`src/rtl/pbahrs_ram.sv`:
```
`timescale 1ns / 1ps
// ----------------------------------------------------------------------------
// pbahrs_ram
// Simple dual-port RAM, one write and one read port, registered read.
// ----------------------------------------------------------------------------
module pbahrs_ram #(
  parameter int WIDTH = 8,
  parameter int DEPTH = 16
) (
  input  logic                     clk,
  input  logic                     we,
  input  logic [$clog2(DEPTH)-1:0] wr_addr,
  input  logic [WIDTH-1:0]         wr_data,
  input  logic                     re,
  input  logic [$clog2(DEPTH)-1:0] rd_addr,
  output logic [WIDTH-1:0]         rd_data
);

  logic [WIDTH-1:0] mem [DEPTH];

  always_ff @(posedge clk) begin
    if (we) begin
      mem[wr_addr] <= wr_data;
    end
    if (re) begin
      rd_data <= mem[rd_addr];
    end
  end

endmodule

```
`config.mk`:
```
export PLATFORM = sky130hd
export DESIGN_NAME = pbahrs_ram
export DESIGN_NICKNAME = d
export VERILOG_FILES = /design/src/rtl/pbahrs_ram.sv
export SDC_FILE = /design/constraint.sdc
export NUM_CORES = 1
export LEC_CHECK = 0
export ABC_AREA = 0
export BUFFER_PORTS_ARGS = -buffer_cell sky130_fd_sc_hd__buf_2
export CELL_PAD_IN_SITES_DETAIL_PLACEMENT = 0
export CELL_PAD_IN_SITES_GLOBAL_PLACEMENT = 1
export CORE_MARGIN = 2
export CORE_UTILIZATION = 35
export CTS_BUF_LIST = sky130_fd_sc_hd__clkbuf_8
export DETAILED_ROUTE_END_ITERATION = 12
export PLACE_DENSITY = 0.53
export SETUP_SLACK_MARGIN = 0.5
export SLEW_MARGIN = 20
export SYNTH_ARGS = -nofsm -noshare
export SYNTH_HDL_FRONTEND = slang
export SYNTH_SLANG_ARGS = --single-unit
export TNS_END_PERCENT = 20
```
`constraint.sdc`:
```
create_clock -name clk -period 2.5 [get_ports clk]
set_input_delay 0.375 -clock clk [delete_from_list [all_inputs] [get_ports clk]]
set_output_delay 0.375 -clock clk [all_outputs]
set_load 0.01 [all_outputs]
```
==> flow_summary.yaml <==
outcome:
  status: "finished clean"
timing:
  finalCriticalPeriod_ps: 1534
  final_hold_viol_count: 0
  worst_pin_slew_ps: 462.5
  max_freq_ghz: 0.6517
  fin_crit_sh_pct: 61.38
  maxSlewHeadroom_pct: 69.17
  finalSetupViolCount: 0
  drv_slew: 0
  finalClockSkew_ps: 6.764
  setup_tns_ps: 0
  holdWs_ps: 320.3
  setup_ws_ps: 965.6
  rsz0062_at_grt: "false"
logic_synthesis:
  syn-cell-area_sq_mm: 0.005228
  synth_warnings: 0
  synth_fp_nets: 248
  ys_types: 18
  synth_seq_cells: 136
  ys_seq_area_share_pct: 78.12
  syn_inst: 229
  postSynthAreaPerCell_sq_um: 22.83
placed_design:
  place_ws_ps: 475.9
  gp_congestion: 0.6894
  place_area_sq_mm: 0.005677
  place_inst: 449
  dp_hpwl_mm: 6.374
  port_buffers: 26
floorplan:
  die_w_um: 126.2
  ios: 27
  die_height_um: 126.2
  initial_core_util_pct: 35.83
  rows: 44
  die-area_sq_mm: 0.01593
  coreArea_sq_mm: 0.01459
finish:
  final_common_cell: "edfxtp_1"
  finalCoreUtilization_pct: 41.80
  stdcell_area_sq_mm: 0.006098
  nets: 303
  stdcell_count: 482
  final_cell_mix: "136 x edfxtp_1, 26 x buf_2, 18 x mux4_2, 18 x buf_4, 17 x clkbuf_8"
  drive_gt1_share_pct: 31.65
  syn2layout_area_growth_pct: 16.66
worst_setup_path:
  path_class: "input port to flip-flop"
  crit_chain: "buf_2 > buf_12 > mux4_1 > a22oi_1 > nand2_1"
  cp-end-kind: "flip-flop"
  crit_path_top_delay_cell: "mux4_1"
  start_kind: "input port"
  path_buf_inv: 2
  cp.arrival_ps: 1710
  crit_required_ps: 2680
  crit_family: "multiplexers"
  slowest_delay_ps: 600
  cp_max_fo: 32
route:
  wire_per_inst_um: 22.08
  drtIter0Drc: 204
  ant_nets: 0
  first_pass_iters: 4
  via_per_inst: 5.056
  vias: 2437
  wl_mm: 10.64
  drc: 0
power_and_ir_drop:
  power_density_mw_per_mm2: 771.7
  leakage_nw: 2.028
  p_total_mw: 4.706
  vdd_ir_drop_max_mv: 0.3231
cts:
  postCtsHoldBufs: 0
  htreeDepth: 4
  ctsResizeCount: 0
  cts.path.max_buffers: 2
  cts_setup_buffers: 0
  clk_pin_slew_worst_paths_ps: 80
  numClockSinks: 136
  cts_tree: "built"
  clk-insertion-delay-late_ps: 440
  cts_buffers: 17
  root_buffer: "clkbuf_8"
global_routing:
  grt_pass1_vias: 2507
  grt_pass1_wl_mm: 15.96
  grt.overflow.total: 0
  grt_usage_pct: 14.39
  antenna_found_initial: 1
  grt_start_max_net_pins: 33
min_path:
  hold_path_class: "input port to flip-flop"
flow_run:
  drv_cap: 0
==> kinds of logic (layout without fill, tap and decap cells) <==
family	count (synthesis)	count (layout)	share of synthesized area (%)
flip-flops	136	136	78.12
AND/OR/NAND/NOR	35	35	3.136
multiplexers	32	32	14.79
AO/OA/AOI/OAI	16	16	2.298
buffers and inverters	10	78	1.651
other	0	1	0
==> metal layers <==
layer	track usage, %	wire (um)
met3	4.036	466
met5	0	0
met1	19.11	4880
met4	6.012	132
met2	22.45	5162
==> worst paths after layout <==
check,startpoint,endpoint,slack [ps],depth (start not counted)
worst min register to register,mem[14][2]$_DFFE_PP_,rd_data[2]$_DFFE_PP_,750,3
worst min-delay path,wr_data[0],mem[14][0]$_DFFE_PP_,320,1
worst max register to register,mem[2][6]$_DFFE_PP_,rd_data[6]$_DFFE_PP_,980,3
worst max-delay path,rd_addr[0],rd_data[4]$_DFFE_PP_,970,5
==> cells in the mapped netlist <==
cell type	number	area share, %
nand3_1	1	0.096
a22oi_1	16	2.3
clkdlybuf4s25_2	3	0.57
edfxtp_1	136	78
nor2b_1	1	0.12
nand2_1	9	0.65
or3b_2	1	0.17
and2b_1	1	0.14
buf_6	3	0.65
nor3_1	4	0.38
and2_1	1	0.12
mux4_2	18	7.8
nor2_1	13	0.93
buf_2	3	0.29
mux4_1	14	7.0
nand3b_1	2	0.29
buf_4	1	0.14
nand2b_1	2	0.24
==> where the power goes <==
part / switching [mW] / leakage, nW / internal, mW
clock: 0.817 / 0.204 / 1.07
sequential: 0.0136 / 1.24 / 2.57
combinational: 0.138 / 0.588 / 0.101
==> state kept, by name, summed over array words and instances, names as in the netlist <==
register and count:
mem 128, rd_data 8
==> worst reg2reg max path: stages, from the launching register on <==
cell and delay [ps]:
edfxtp_1 390, mux4_2 460, a22oi_1 310, nand2_1 100
==> layout make-up <==
cell class                 count  area [sq um]
fill                        1244          8491
tap                          184         230.2
sequential                   136          4084
clock inverter                15         185.2
clock buffer                  17         234.0
timing repair buffer          46         305.3
antenna                        1         2.502
multi-input combinational     83          1057
No activity file was read; power rests on OpenSTA's default activity.
