`config.mk`:
```
export PLATFORM = sky130hd
export DESIGN_NAME = pbahrs_bin_update
export DESIGN_NICKNAME = d
export VERILOG_FILES = /design/src/rtl/pbahrs_pkg.sv /design/src/rtl/pbahrs_ema.sv /design/src/rtl/pbahrs_bin_update.sv
export SDC_FILE = /design/constraint.sdc
export NUM_CORES = 2
export LEC_CHECK = 0
export BUFFER_PORTS_ARGS = -buffer_cell sky130_fd_sc_hd__buf_2
export CAP_MARGIN = 20
export CORE_ASPECT_RATIO = 1.2
export CORE_MARGIN = 8
export CORE_UTILIZATION = 50
export DETAILED_ROUTE_END_ITERATION = 10
export GPL_ROUTABILITY_DRIVEN = 0
export PLACE_DENSITY = 0.69
export SLEW_MARGIN = 20
export SYNTH_ARGS = -nofsm -noshare
export SYNTH_HDL_FRONTEND = slang
export SYNTH_SLANG_ARGS = --single-unit
```
`constraint.sdc`:
```
create_clock -name vclk -period 46.8
set_input_delay 9.36 -clock vclk [all_inputs]
set_output_delay 9.36 -clock vclk [all_outputs]
set_load 0.02 [all_outputs]
```
`src/rtl/pbahrs_pkg.sv`:
```
`timescale 1ns / 1ps
// ----------------------------------------------------------------------------
// pbahrs_pkg
// Shared types and constants of the per-bin attack/hold/release smoother.
// ----------------------------------------------------------------------------
package pbahrs_pkg;

  localparam logic [8:0]  COEF_ONE           = 9'd256;
  localparam logic [8:0]  LEVEL_COEFF_RESET  = 9'd77;
  localparam logic [8:0]  ATTACK_COEFF_RESET = 9'd179;
  localparam logic [8:0]  RELEASE_COEFF_RESET = 9'd51;
  localparam logic [15:0] HOLD_TICKS_RESET   = 16'd40;

  typedef enum logic [1:0] {
    PHASE_LOAD    = 2'd0,
    PHASE_ATTACK  = 2'd1,
    PHASE_HOLD    = 2'd2,
    PHASE_RELEASE = 2'd3
  } phase_t;

  typedef enum logic [1:0] {
    REG_LEVEL_COEFF   = 2'd0,
    REG_ATTACK_COEFF  = 2'd1,
    REG_RELEASE_COEFF = 2'd2,
    REG_HOLD_TICKS    = 2'd3
  } cfg_reg_t;

  typedef struct packed {
    logic [8:0]  level_coeff;
    logic [8:0]  attack_coeff;
    logic [8:0]  release_coeff;
    logic [15:0] hold_ticks;
  } cfg_t;

  function automatic logic [8:0] clamp_coef(logic [8:0] c);
    return (c > COEF_ONE) ? COEF_ONE : c;
  endfunction

endpackage

```
`src/rtl/pbahrs_ema.sv`:
```
`timescale 1ns / 1ps
// ----------------------------------------------------------------------------
// pbahrs_ema
// One EMA step: old + round((x - old) * c / 256), saturated.
// ----------------------------------------------------------------------------
module pbahrs_ema #(
  parameter int VALUE_BITS = 16
) (
  input  logic signed [VALUE_BITS-1:0] old_val,
  input  logic signed [VALUE_BITS-1:0] x_val,
  input  logic        [8:0]            coef,
  output logic signed [VALUE_BITS-1:0] y_val
);

  localparam int W = VALUE_BITS + 11;
  localparam logic signed [W-1:0] HALF = W'(128);
  localparam logic signed [W-1:0] HI = {{(W-VALUE_BITS+1){1'b0}}, {(VALUE_BITS-1){1'b1}}};
  localparam logic signed [W-1:0] LO = {{(W-VALUE_BITS+1){1'b1}}, {(VALUE_BITS-1){1'b0}}};

  logic signed [W-1:0] diff;
  logic signed [W-1:0] coef_s;
  logic signed [W-1:0] prod;
  logic signed [W-1:0] delta;
  logic signed [W-1:0] sum;

  always_comb begin
    diff   = W'(x_val) - W'(old_val);
    coef_s = W'({1'b0, coef});
    prod   = diff * coef_s;
    delta  = (prod + HALF) >>> 8;
    sum    = W'(old_val) + delta;
    if (sum > HI) begin
      y_val = VALUE_BITS'(HI);
    end else if (sum < LO) begin
      y_val = VALUE_BITS'(LO);
    end else begin
      y_val = VALUE_BITS'(sum);
    end
  end

endmodule

```
`src/rtl/pbahrs_bin_update.sv`:
```
`timescale 1ns / 1ps
// ----------------------------------------------------------------------------
// pbahrs_bin_update
// Read-modify-write datapath for one bin: load, attack, hold or release.
// ----------------------------------------------------------------------------
module pbahrs_bin_update #(
  parameter int VALUE_BITS = 16
) (
  input  pbahrs_pkg::cfg_t             cfg,
  input  logic                         old_valid,
  input  logic signed [VALUE_BITS-1:0] old_level,
  input  logic signed [VALUE_BITS-1:0] old_reduction,
  input  logic        [31:0]           old_deadline,
  input  logic signed [VALUE_BITS-1:0] new_level_in,
  input  logic signed [VALUE_BITS-1:0] new_reduction_in,
  input  logic        [31:0]           now,
  input  logic                         reload,
  output logic signed [VALUE_BITS-1:0] level_next,
  output logic signed [VALUE_BITS-1:0] reduction_next,
  output logic        [31:0]           deadline_next,
  output pbahrs_pkg::phase_t           phase_next
);

  logic signed [VALUE_BITS-1:0] level_ema;
  logic signed [VALUE_BITS-1:0] attack_ema;
  logic signed [VALUE_BITS-1:0] release_ema;
  logic        [VALUE_BITS-1:0] mag_new;
  logic        [VALUE_BITS-1:0] mag_old;
  logic        [31:0]           remain;
  logic                         holding;

  pbahrs_ema #(.VALUE_BITS(VALUE_BITS)) u_level_ema (
    .old_val (old_level),
    .x_val   (new_level_in),
    .coef    (cfg.level_coeff),
    .y_val   (level_ema)
  );

  pbahrs_ema #(.VALUE_BITS(VALUE_BITS)) u_attack_ema (
    .old_val (old_reduction),
    .x_val   (new_reduction_in),
    .coef    (cfg.attack_coeff),
    .y_val   (attack_ema)
  );

  pbahrs_ema #(.VALUE_BITS(VALUE_BITS)) u_release_ema (
    .old_val (old_reduction),
    .x_val   (new_reduction_in),
    .coef    (cfg.release_coeff),
    .y_val   (release_ema)
  );

  always_comb begin
    mag_new = new_reduction_in[VALUE_BITS-1] ? (~new_reduction_in + 1'b1) : new_reduction_in;
    mag_old = old_reduction[VALUE_BITS-1] ? (~old_reduction + 1'b1) : old_reduction;
    remain  = old_deadline - now;
    holding = (remain != 32'd0) && !remain[31];

    level_next     = level_ema;
    reduction_next = old_reduction;
    deadline_next  = old_deadline;
    phase_next     = pbahrs_pkg::PHASE_HOLD;

    if (reload || !old_valid) begin
      level_next     = new_level_in;
      reduction_next = new_reduction_in;
      deadline_next  = now;
      phase_next     = pbahrs_pkg::PHASE_LOAD;
    end else if (mag_new > mag_old) begin
      reduction_next = attack_ema;
      deadline_next  = now + 32'(cfg.hold_ticks);
      phase_next     = pbahrs_pkg::PHASE_ATTACK;
    end else if (!holding) begin
      reduction_next = release_ema;
      phase_next     = pbahrs_pkg::PHASE_RELEASE;
    end
  end

endmodule

```
==> results_dict.tcl <==
set metrics [dict create \
    slowest_delay_ns 0.65 \
    seq_area_um2 0 \
    drt_first_iter_violations 1334 \
    fin_setup_tns_ns 0 \
    syn2layout_area_growth_pct 7.277 \
    synth_area_um2 26220 \
    design.seq.count 0 \
    initial_utilization 0.5028 \
    finalSetupViolations 0 \
    hold_buffers 0 \
    status "completed" \
    rsz0062_at_grt "false" \
    syn_area_per_cell_um2 7.910 \
    port_buffers 239 \
    die_x_um 225.0 \
    synth_common_cells "inv_1, fa_1, ha_1" \
    grt.total_usage 0.2456 \
    final_layout_size_suffix_gt1_frac 0.08637 \
    synth_top_area_cell "fa_1" \
    drcViolationCount 0 \
    netlist.area_leader.share 0.2993 \
    wl_per_cell_um 17.72 \
    instances_no_fill 4196 \
    first_pass_iters 5 \
    cp.arrival_ns 20.47 \
    grt_max_degree 67 \
    syn-instance-count 3315 \
    finalCritPeriodShare 0.6373 \
    drt-total-wl_mm 74.36 \
    clock_buffers 0 \
    crit_type "primary input to output pin" \
    yosysWarningCount 0 \
    die_height_um 266.9 \
    rows 92 \
    final_max_slew_viol_count 0 \
    maxCapViolCount 0 \
    postSynthNetCount 4265 \
    critPathMostFrequentCell "fa_1" \
    nets 4437 \
    synth_area_leaders "fa_1, ha_1, inv_1, nand2_1, xnor2_1" \
    endpoint_kind "output pin" \
    max_slew_margin 0.2815 \
    coreArea_um2 52150 \
    tightestPinTransition_ns 1.070 \
    hold_class "primary input to output pin" \
    post_cts_resized 0 \
    fmax_ghz 0.03353 \
    yosysMostFrequentCell "inv_1" \
    yosysUniqueCellTypes 93 \
    final_hold_viol_count 0 \
    vias 23510 \
    grt_pass1_vias 24660 \
    antenna_found_initial 15 \
    worst_ep_required_time_ns 37.44 \
    crit_path_start_kind "primary input" \
    drt-vias-per-instance 5.603 \
    cp_slowest_cell "a2111oi_0" \
    dpl.cell_count 4190 \
    overflow 0 \
    yosysSeqAreaShare 0 \
    min_period_ns 29.83 \
    grt_pass1_wl_mm 121.8 \
    dp_hpwl_mm 64.18 \
    critPathLaunch "old_reduction[1]" \
    hold_path_startpoint "now[31]" \
    fin_hold_ws_ns 19.05 \
    postRouteAntennaNets 0 \
    post_cts_buffers 0 \
    crit_fanout 18 \
    pin_count 239 \
    dieArea_um2 60050 \
]
==> kinds of logic (layout without fill, tap and decap cells) <==
kind of cell,count (synthesis),in the layout,synth area share
buffers and inverters,699,869,0.1013
multiplexers,15,15,0.005774
adder cells (fa/ha/maj),777,777,0.4830
XOR/XNOR,162,162,0.05411
other,0,6,0
AO/OA/AOI/OAI,629,629,0.1621
AND/OR/NAND/NOR,1033,1033,0.1936
==> stage by stage <==
step	setup slack (ns)	util	cell area, um^2
2_1_floorplan	18.49	-	26220
3_3_place_gp	17.26	0.5391	28110
3_5_place_dp	17.15	0.5391	28110
4_1_cts	17.09	0.5391	28110
5_1_grt	16.38	0.5392	28120
6_report	16.97	0.5394	28130
==> metal layers <==
layer	vias to the layer above	global-route usage	wire [um]
met2	727	0.4675	38110
met1	11290	0.2759	28810
met3	216	0.02737	4140
met5	-	0	80
met4	14	0.09361	3219
li1	11260	-	-
==> worst max-delay path: cells and delay by family <==
| family | cells | cell delay [ns] |
|---|---|---|
| buf+inv | 7 | 0.94 |
| simple gates | 3 | 0.81 |
| xor+xnor | 2 | 0.26 |
| fa+ha+maj | 8 | 3.55 |
| compound gates | 20 | 5.51 |
==> placed cells by master, fill, tap and decap left out, types with 12 or more instances in the layout <==
cell | Yosys | layout
a21oi_1 | 150 | 150
xor2_1 | 39 | 39
mux2i_1 | 14 | 14
o21a_1 | 43 | 43
nor3_1 | 51 | 50
fa_1 | 392 | 392
or3_1 | 24 | 24
nand2_1 | 380 | 380
ha_1 | 385 | 385
o211ai_1 | 24 | 24
nor2b_1 | 68 | 67
o21ai_0 | 101 | 101
o21ai_1 | 24 | 24
nor2_1 | 156 | 155
xnor2_1 | 123 | 123
buf_2 | 9 | 239
and2_1 | 168 | 168
a211oi_1 | 23 | 23
nand3_1 | 52 | 52
nand4_1 | 20 | 20
a211o_1 | 18 | 18
and3_1 | 14 | 14
nand2b_1 | 46 | 45
a31oi_1 | 16 | 16
inv_1 | 604 | 604
o21bai_1 | 13 | 13
a22o_1 | 12 | 12
o31ai_1 | 19 | 19
buf_4 | 1 | 25
a21o_1 | 47 | 47
==> final timing paths <==
path	endpoint	slack (ns)	cells after the start
setup / recovery	reduction_next[9]	16.97	40
hold / removal	deadline_next[31]	19.05	3
==> area by class of cell <==
cell class | instances | area (um^2)
fillers | 5080 | 24020
well taps | 705 | 882.1
diodes | 6 | 15.01
repair buffers | 264 | 1384
multi-input cells | 2616 | 23580
inverters | 605 | 2271
Power is left out: the tool's default activity adds up to more than one toggle a clock period on the data nets, which glitch-free logic cannot reach.
